## config.mk

```make
export PLATFORM = sky130hd
export DESIGN_NAME = remote_id_target_tracker
export DESIGN_NICKNAME = d
export VERILOG_FILES = /design/src/design/ridt_pkg.sv /design/src/design/ridt_ctrl.sv /design/src/design/ridt_alt.sv /design/src/design/ridt_dp.sv /design/src/design/remote_id_target_tracker.sv
export SDC_FILE = /design/constraint.sdc
export NUM_CORES = 2
export LEC_CHECK = 0
export BUFFER_PORTS_ARGS = -buffer_cell sky130_fd_sc_hd__buf_4
export CORE_ASPECT_RATIO = 1.4
export CORE_MARGIN = 1.5
export CORE_UTILIZATION = 30
export DETAILED_ROUTE_END_ITERATION = 10
export PLACE_DENSITY_LB_ADDON = 0.05
export SLEW_MARGIN = 25
export SYNTH_ARGS = -nofsm -noshare
export SYNTH_HDL_FRONTEND = slang
export SYNTH_SLANG_ARGS = --single-unit
```

## constraint.sdc

```tcl
create_clock -name clk -period 22.3 [get_ports clk]
set_input_delay 4.46 -clock clk [delete_from_list [all_inputs] [get_ports clk]]
set_output_delay 4.46 -clock clk [all_outputs]
set_load 0.02 [all_outputs]
```

## src/design/ridt_pkg.sv

```systemverilog
`timescale 1ns / 1ps
// ----------------------------------------------------------------------------
// ridt_pkg: shared types and constants for the target tracker
// Table geometry, opcodes, controller states and controller/datapath links.
// ----------------------------------------------------------------------------
package ridt_pkg;

  localparam int TABLE_SLOTS = 16;
  localparam int SLOT_W      = (TABLE_SLOTS > 1) ? $clog2(TABLE_SLOTS) : 1;
  localparam int CNT_W       = $clog2(TABLE_SLOTS + 1);

  localparam logic [31:0] MAX_AGE_RESET = 32'd10000;
  localparam logic [7:0]  LOC_MIN_LEN   = 8'd19;
  localparam logic [3:0]  MSG_TYPE_LOC  = 4'h1;
  localparam logic [17:0] ALT_K         = 18'd107507;
  localparam logic signed [17:0] ALT_MAX = 18'sd104224;

  typedef enum logic {
    OP_REPORT = 1'b0,
    OP_SWEEP  = 1'b1
  } opcode_t;

  typedef enum logic {
    KIND_TARGET  = 1'b0,
    KIND_SUMMARY = 1'b1
  } kind_t;

  typedef enum logic [2:0] {
    ST_IDLE,
    ST_SCAN,
    ST_WRITE,
    ST_SWEEP,
    ST_EMIT,
    ST_SUMMARY
  } state_t;

  typedef struct packed {
    logic load;     // capture input item, clear scan state
    logic scan;     // examine slot at idx for a report
    logic commit;   // write report into the chosen slot
    logic age;      // examine slot at idx for a sweep
    logic advance;  // step idx
  } ctl_cmd_t;

  typedef struct packed {
    logic last_slot;
    logic emit_hit;  // slot at idx is live and positioned
  } ctl_sts_t;

endpackage

```

## src/design/ridt_ctrl.sv

```systemverilog
`timescale 1ns / 1ps
// ----------------------------------------------------------------------------
// ridt_ctrl: tracker sequencer
// Walks the slots once per item and paces output handshakes.
// ----------------------------------------------------------------------------
module ridt_ctrl import ridt_pkg::*; (
  input  logic     clk,
  input  logic     rst,
  input  logic     in_fire,
  input  logic     in_sweep,
  input  logic     out_busy,
  input  ctl_sts_t sts,
  output ctl_cmd_t cmd,
  output logic     idle,
  output logic     out_load_target,
  output logic     out_load_summary
);

  state_t state, state_next;

  always_ff @(posedge clk) begin
    if (rst) state <= ST_IDLE;
    else     state <= state_next;
  end

  always_comb begin
    state_next = state;
    unique case (state)
      ST_IDLE:    if (in_fire) state_next = in_sweep ? ST_SWEEP : ST_SCAN;
      ST_SCAN:    if (sts.last_slot) state_next = ST_WRITE;
      ST_WRITE:   state_next = ST_IDLE;
      ST_SWEEP:   if (sts.emit_hit) state_next = ST_EMIT;
                  else if (sts.last_slot) state_next = ST_SUMMARY;
      ST_EMIT:    if (!out_busy) state_next = sts.last_slot ? ST_SUMMARY : ST_SWEEP;
      ST_SUMMARY: if (!out_busy) state_next = ST_IDLE;
      default:    state_next = ST_IDLE;
    endcase
  end

  always_comb begin
    cmd = '0;
    idle = 1'b0;
    out_load_target = 1'b0;
    out_load_summary = 1'b0;
    unique case (state)
      ST_IDLE:    begin idle = 1'b1; cmd.load = in_fire; end
      ST_SCAN:    begin cmd.scan = 1'b1; cmd.advance = 1'b1; end
      ST_WRITE:   cmd.commit = 1'b1;
      ST_SWEEP:   begin
        cmd.age = 1'b1;
        cmd.advance = !sts.emit_hit;
      end
      ST_EMIT:    if (!out_busy) begin
        out_load_target = 1'b1;
        cmd.advance = 1'b1;
      end
      ST_SUMMARY: out_load_summary = !out_busy;
      default:    ;
    endcase
  end

endmodule

```

## src/design/ridt_alt.sv

```systemverilog
`timescale 1ns / 1ps
// ----------------------------------------------------------------------------
// ridt_alt: altitude conversion
// Half-meter raw value to feet, Q16 scale, round half away from zero.
// One registered multiply; result valid the cycle after the operand.
// ----------------------------------------------------------------------------
module ridt_alt import ridt_pkg::*; (
  input  logic               clk,
  input  logic [15:0]        raw,
  output logic signed [17:0] alt_ft
);

  logic        neg;
  logic [15:0] mag;
  logic [33:0] prod;
  logic [33:0] rnd;
  logic [17:0] q;

  always_comb begin
    neg = raw < 16'd2000;
    mag = neg ? (16'd2000 - raw) : (raw - 16'd2000);
  end

  always_ff @(posedge clk) begin
    prod <= mag * ALT_K;
  end

  // sign recovered from the registered magnitude's source via pipeline flop
  logic neg_q;
  always_ff @(posedge clk) neg_q <= neg;

  always_comb begin
    rnd = prod + 34'd32768;
    q = rnd[33:16];
    if (neg_q)                     alt_ft = -$signed(q);
    else if ($signed(q) > ALT_MAX) alt_ft = ALT_MAX;
    else                           alt_ft = $signed(q);
  end

endmodule

```

## src/design/ridt_dp.sv

```systemverilog
`timescale 1ns / 1ps
// ----------------------------------------------------------------------------
// ridt_dp: tracker datapath
// Slot table, lookup/victim selection, aging and output staging.
// ----------------------------------------------------------------------------
module ridt_dp import ridt_pkg::*; (
  input  logic               clk,
  input  logic               rst,
  input  ctl_cmd_t           cmd,
  output ctl_sts_t           sts,
  input  logic [31:0]        max_age,
  input  logic [47:0]        in_key,
  input  logic [31:0]        in_now,
  input  logic               in_loc_ok,
  input  logic signed [31:0] in_lat,
  input  logic signed [31:0] in_lon,
  input  logic [15:0]        in_alt_raw,
  output logic signed [31:0] cur_lat,
  output logic signed [31:0] cur_lon,
  output logic signed [17:0] cur_alt,
  output logic [CNT_W-1:0]   pos_cnt,
  output logic [CNT_W-1:0]   seen_cnt
);

  logic [TABLE_SLOTS-1:0] in_use;
  logic [TABLE_SLOTS-1:0] has_pos;
  logic [47:0]            key      [TABLE_SLOTS];
  logic signed [31:0]     lat      [TABLE_SLOTS];
  logic signed [31:0]     lon      [TABLE_SLOTS];
  logic signed [17:0]     alt      [TABLE_SLOTS];
  logic [31:0]            seen     [TABLE_SLOTS];

  logic [SLOT_W-1:0] idx;
  logic [47:0]       r_key;
  logic [31:0]       r_now;
  logic              r_loc;
  logic signed [31:0] r_lat, r_lon;
  logic [15:0]       r_alt_raw;

  logic              hit, free_f, old_f;
  logic [SLOT_W-1:0] hit_i, free_i, old_i;
  logic [31:0]       old_t;
  logic signed [17:0] alt_ft;

  ridt_alt u_alt (.clk(clk), .raw(r_alt_raw), .alt_ft(alt_ft));

  logic live, stale;
  always_comb begin
    stale = (r_now - seen[idx]) > max_age;
    live  = in_use[idx] && !stale;
    sts.last_slot = idx == SLOT_W'(TABLE_SLOTS - 1);
    sts.emit_hit  = live && has_pos[idx];
    cur_lat = lat[idx];
    cur_lon = lon[idx];
    cur_alt = alt[idx];
  end

  logic [SLOT_W-1:0] tgt;
  always_comb begin
    if (hit)         tgt = hit_i;
    else if (free_f) tgt = free_i;
    else             tgt = old_i;
  end

  always_ff @(posedge clk) begin
    if (cmd.load) begin
      r_key <= in_key; r_now <= in_now; r_loc <= in_loc_ok;
      r_lat <= in_lat; r_lon <= in_lon; r_alt_raw <= in_alt_raw;
    end
    if (cmd.scan && !hit) begin
      if (in_use[idx] && key[idx] == r_key) begin
        hit_i <= idx;
      end else if (!in_use[idx]) begin
        if (!free_f) free_i <= idx;
      end else if (!old_f || seen[idx] < old_t) begin
        old_t <= seen[idx]; old_i <= idx;
      end
    end
    if (cmd.commit) begin
      key[tgt]  <= r_key;
      seen[tgt] <= r_now;
      if (r_loc) begin
        lat[tgt] <= r_lat; lon[tgt] <= r_lon; alt[tgt] <= alt_ft;
      end else if (!hit) begin
        lat[tgt] <= '0; lon[tgt] <= '0; alt[tgt] <= '0;
      end
    end
  end

  always_ff @(posedge clk) begin
    if (rst) begin
      in_use <= '0; has_pos <= '0; idx <= '0;
      hit <= 1'b0; free_f <= 1'b0; old_f <= 1'b0;
      pos_cnt <= '0; seen_cnt <= '0;
    end else begin
      if (cmd.load) begin
        idx <= '0; hit <= 1'b0; free_f <= 1'b0; old_f <= 1'b0;
        pos_cnt <= '0; seen_cnt <= '0;
      end else if (cmd.advance) begin
        idx <= sts.last_slot ? '0 : idx + 1'b1;
      end
      if (cmd.scan && !hit) begin
        if (in_use[idx] && key[idx] == r_key) hit <= 1'b1;
        else if (!in_use[idx]) free_f <= 1'b1;
        else old_f <= 1'b1;
      end
      if (cmd.commit) begin
        in_use[tgt] <= 1'b1;
        if (r_loc) has_pos[tgt] <= 1'b1;
        else if (!hit) has_pos[tgt] <= 1'b0;
      end
      // a live positioned slot is counted on its hit cycle, which holds idx
      if (cmd.age && cmd.advance && in_use[idx]) begin
        if (stale) in_use[idx] <= 1'b0;
        else begin
          seen_cnt <= seen_cnt + 1'b1;
        end
      end
      if (cmd.age && sts.emit_hit) begin
        seen_cnt <= seen_cnt + 1'b1;
        pos_cnt  <= pos_cnt + 1'b1;
      end
    end
  end

endmodule

```

## src/design/remote_id_target_tracker.sv

```systemverilog
`timescale 1ns / 1ps
// ----------------------------------------------------------------------------
// remote_id_target_tracker: keyed drone table with aging
// A report walks all 16 slots one per cycle, then writes the chosen slot.
// A sweep walks the slots once, one per cycle, pausing in an emit state per
// positioned target result and in a summary state at the end; output
// back-pressure holds either. The slot scan sets the rate.
module remote_id_target_tracker import ridt_pkg::*; (
  input  logic         clk,
  input  logic         rst,
  input  logic         s_axis_tvalid,
  output logic         s_axis_tready,
  // [0] opcode [48:1] source_key [80:49] now_ms [81] msg_present
  // [89:82] msg_length [97:90] msg_header [129:98] latitude_raw
  // [161:130] longitude_raw [177:162] geodetic_alt_raw [193:178] height_raw
  input  logic [199:0] s_axis_tdata,
  output logic         m_axis_tvalid,
  input  logic         m_axis_tready,
  // [31:0] target_latitude [63:32] target_longitude [81:64] target_alt_ft
  // [86:82] positioned_count [91:87] tracked_count
  output logic [95:0]  m_axis_tdata,
  output logic         m_axis_tuser,  // [0] result_kind
  output logic         m_axis_tlast,
  input  logic         cfg_valid,
  output logic         cfg_ready,
  input  logic [31:0]  cfg_data
);

  logic [31:0] max_age;
  ctl_cmd_t cmd;
  ctl_sts_t sts;
  logic idle, ld_t, ld_s, in_fire;
  logic signed [31:0] cur_lat, cur_lon;
  logic signed [17:0] cur_alt;
  logic [CNT_W-1:0] pos_cnt, seen_cnt;
  logic [15:0] alt_raw;
  logic loc_ok;

  assign cfg_ready = 1'b1;
  always_ff @(posedge clk) begin
    if (rst) max_age <= MAX_AGE_RESET;
    else if (cfg_valid) max_age <= cfg_data;
  end

  assign s_axis_tready = idle;
  assign in_fire = s_axis_tvalid && s_axis_tready;
  assign alt_raw = (s_axis_tdata[193:178] != 16'd0) ? s_axis_tdata[193:178]
                                                    : s_axis_tdata[177:162];
  assign loc_ok = s_axis_tdata[81] && (s_axis_tdata[89:82] >= LOC_MIN_LEN) &&
                  (s_axis_tdata[97:94] == MSG_TYPE_LOC) &&
                  (s_axis_tdata[129:98] != 32'd0 || s_axis_tdata[161:130] != 32'd0);

  ridt_ctrl u_ctrl (
    .clk(clk), .rst(rst), .in_fire(in_fire),
    .in_sweep(s_axis_tdata[0] == OP_SWEEP), .out_busy(m_axis_tvalid && !m_axis_tready),
    .sts(sts), .cmd(cmd), .idle(idle),
    .out_load_target(ld_t), .out_load_summary(ld_s)
  );

  ridt_dp u_dp (
    .clk(clk), .rst(rst), .cmd(cmd), .sts(sts), .max_age(max_age),
    .in_key(s_axis_tdata[48:1]), .in_now(s_axis_tdata[80:49]), .in_loc_ok(loc_ok),
    .in_lat(s_axis_tdata[129:98]), .in_lon(s_axis_tdata[161:130]),
    .in_alt_raw(alt_raw), .cur_lat(cur_lat), .cur_lon(cur_lon), .cur_alt(cur_alt),
    .pos_cnt(pos_cnt), .seen_cnt(seen_cnt)
  );

  always_ff @(posedge clk) begin
    if (rst) m_axis_tvalid <= 1'b0;
    else if (ld_t || ld_s) m_axis_tvalid <= 1'b1;
    else if (m_axis_tready) m_axis_tvalid <= 1'b0;
  end

  always_ff @(posedge clk) begin
    if (ld_t) begin
      m_axis_tdata <= {4'd0, 10'd0, 18'(cur_alt), cur_lon, cur_lat};
      m_axis_tuser <= KIND_TARGET;
      m_axis_tlast <= 1'b0;
    end else if (ld_s) begin
      m_axis_tdata <= {4'd0, 5'(seen_cnt), 5'(pos_cnt), 82'd0};
      m_axis_tuser <= KIND_SUMMARY;
      m_axis_tlast <= 1'b1;
    end
  end

`ifndef NO_ASSERTIONS
  a_no_accept_busy: assert property (@(posedge clk) disable iff (rst)
    m_axis_tvalid && !m_axis_tready |-> !(ld_t || ld_s))
    else $error("result overwritten while stalled");
  a_tlast_kind: assert property (@(posedge clk) disable iff (rst)
    m_axis_tvalid |-> m_axis_tlast == m_axis_tuser)
    else $error("tlast and kind disagree");
  a_idle_quiet: assert property (@(posedge clk) disable iff (rst)
    idle |-> !(ld_t || ld_s))
    else $error("output load while idle");
`endif

endmodule
```

==> qor.csv <==
metric,value,unit
status,finished clean,
cts.sinks,2998,
die_w,542.7,µm
syn_inst,6049,
core_area,406200,µm²
min_path_type,register to register,
end_kind,register,
hold_end,m_axis_tdata[91],
nets,7141,
power.total,16520,µW
whs_path_depth,2,
ys_seq_area_frac,0.7263,
htreeDepth,5,
synth_area_per_cell,20.22,µm²
rsz0062_at_grt,false,
worst_slew_pin_slew,1039,ps
critPathRequiredTime,23070,ps
fmax,0.1044,GHz
worst_path_max_delay_cell,dfxtp_4,
cp_max_fo,94,
dieArea,411600,µm²
synth_area_leaders,"edfxtp_1 71%, mux4_2 14%, ha_1 2.5%",
drt_pass1_iterations,5,
cts_buffers,331,
post_cts_buffers,0,
rrSetupSlack,12720,ps
grt_pass1_vias,64660,
yosys.area.top_type,edfxtp_1,
slew_violations,0,
gp_congestion,0.7341,
leakage,0.04579,µW
wl_met2,179700,µm
initial_core_util,0.3011,
reg2reg_depth,25,
io_pins,338,
synth_area,122300,µm²
fin_skew,56.25,ps
antenna_found_initial,28,
cap_violations,0,
path_depth,25,
wl_per_cell,28.78,µm
die_y,758.5,µm
synth_edf_count,2879,
grt_max_degree,95,
fin_ws,12720,ps
power.density,116.2,nW/µm²
path_delay_family,simple AND/OR/NAND/NOR gates,
rr_endpoint,u_dp.in_use[0],
vias_per_cell,4.852,
hold_violations,0,
routed_wl,353200,µm
drive_gt1_frac,0.2571,
dp_slack,12480,ps
setup_tns,0,ps
placementRows,277,
routed.top_layer,met5,
clk_latency,960,ps
port_buffers,322,
ctsHoldBuffers,0,
irDropWorstVdd,0.2705,mV
ys.flop_type,edfxtp_1,
finalCritPeriodShare,0.4295,
grt_pass1_wl,495900,µm
met3_length,14060,µm
async_reset_ff_frac,0,
m1WireLength,150400,µm
seq_area,88850,µm²
n_fill_cell,38310,
cts_buffer_depth,4,
hpwlAfterDp,187100,µm
maxSlewHeadroom,0.3076,
hold_start,u_dp.seen_cnt[4],
crit_path_max_incr_delay,770,ps
path_buf_inv,3,
cts.clk_slew.worst_paths,60,ps
syn2layout_area_growth,16.25,%
multi_input_area,31260,µm²
mostFrequentLayoutCell,edfxtp_1,
final.min_clock_period,9577,ps
finalSetupViolations,0,
cts.repair.resized,0,
cp.arrival,10340,ps
track_usage,0.1702,
startpoint_type,register,
antenna_left,0,
clockRootBuffer,clkbuf_16,
path_class,register to register,
final_core_util,0.3501,
grt.overflow.total,0,
drc_errors,0,
drt-initial-drc-count,4157,
mostFrequentLayoutCells,"2,879 x edfxtp_1, 779 x mux4_2, 410 x buf_4",
synth_top_cell_area_share,0.7068,
ys_warn_count,0,
cts_tree,yes,
via_count,59530,
synth.distinct_cells,83,
ys_ff_latch,2998,
[worst reg2reg max path: cells and delay by family (launching register included)]
family,cells,cell delay (ps)
XOR/XNOR,1,150
flip-flops,1,770
multiplexers,2,1200
AO/OA/AOI/OAI,8,1960
adder cells (fa/ha/maj),2,540
AND/OR/NAND/NOR,9,3210
buffers and inverters,3,1610
[worst max path at each step]
| stage | from | slack [ps] | endpoint |
|---|---|---|---|
| 2_1_floorplan | register | 13650 | u_dp.old_i[0] |
| 3_3_place_gp | register | 12470 | u_dp.in_use[0] |
| 3_5_place_dp | register | 12480 | u_dp.pos_cnt[4] |
| 4_1_cts | register | 12470 | u_dp.pos_cnt[4] |
| 5_1_grt | register | 11920 | u_dp.pos_cnt[3] |
| 6_report | register | 12720 | u_dp.in_use[0] |
[cells by family (layout without fill, tap and decap cells)]
| logic type | Yosys count | in the layout | share of synthesized area |
|---|---|---|---|
| AO/OA/AOI/OAI | 410 | 410 | 0.02183 |
| adder cells (fa/ha/maj) | 340 | 340 | 0.04061 |
| other | 2 | 6 | 0.00006140 |
| AND/OR/NAND/NOR | 704 | 704 | 0.02983 |
| multiplexers | 883 | 883 | 0.1521 |
| buffers and inverters | 581 | 1358 | 0.01992 |
| flip-flops | 2998 | 2998 | 0.7263 |
| XOR/XNOR | 131 | 131 | 0.009380 |
[Yosys cell counts, types with 7 or more instances]
cell       number
dfxtp_1       119
o21a_1         13
nor2b_1       103
nor2_1        164
xnor2_1        94
buf_1          63
xor2_1         37
and2_1         69
mux2i_1        91
fa_1           95
o22ai_1        13
ha_1          245
a211oi_1       19
inv_1         329
buf_4          13
nand2b_1       27
or2_2           9
a2111oi_0       7
nand3_1        44
nand2_1       134
buf_2          39
edfxtp_1     2879
nor3_1         32
o211ai_1       12
a31oi_1        19
and3_1         18
a21oi_1       115
nand4_1        33
o21ai_0        83
mux2_2         13
a22oi_1        22
a21o_1         53
clkbuf_1      120
buf_6          10
nor4_1         32
mux4_2        779
or3_1          10
[through the flow]
step | std cells | hold slack (ps) | cell area, µm²
6_report | 12270 | 487.1 | 142200
5_1_grt | 12270 | 520.4 | 142200
4_1_cts | 12270 | 483.2 | 142100
3_5_place_dp | 11670 | 482.4 | 131700
3_3_place_gp | 11670 | 469.8 | 131600
2_1_floorplan | 6052 | 445.0 | 122300
[layout make-up]
| class | instances | area share |
|---|---|---|
| Antenna cell | 1 | 0.00001760 |
| Multi-Input combinational cell | 2473 | 0.2198 |
| Clock buffer | 425 | 0.06221 |
| Clock inverter | 173 | 0.01135 |
| Inverter | 330 | 0.009398 |
| Timing Repair Buffer | 430 | 0.02445 |
| Sequential cell | 2998 | 0.6249 |
| Tap cell | 5440 | 0.04787 |
[registers in the layout (all words and copies together) (netlist names), 48 cells and up, named ones only]
register      count
m_axis_tdata     92
u_dp.r_key       48
u_dp.seen       512
u_dp.key        768
u_dp.lat        512
u_dp.alt        288
u_dp.lon        512
[where the power goes]
group | total [µW] | switching (µW) | internal (µW)
Clock | 5400 | 2300 | 3100
Sequential | 6720 | 141 | 6580
Combinational | 4400 | 2500 | 1900
[metal layers]
metal	global-route usage	up-vias
met2	0.2981	1312
met5	0	-
met3	0.02264	434
li1	-	25470
met4	0.04362	2
met1	0.2214	32320
No activity file was read; power rests on OpenSTA's default activity.
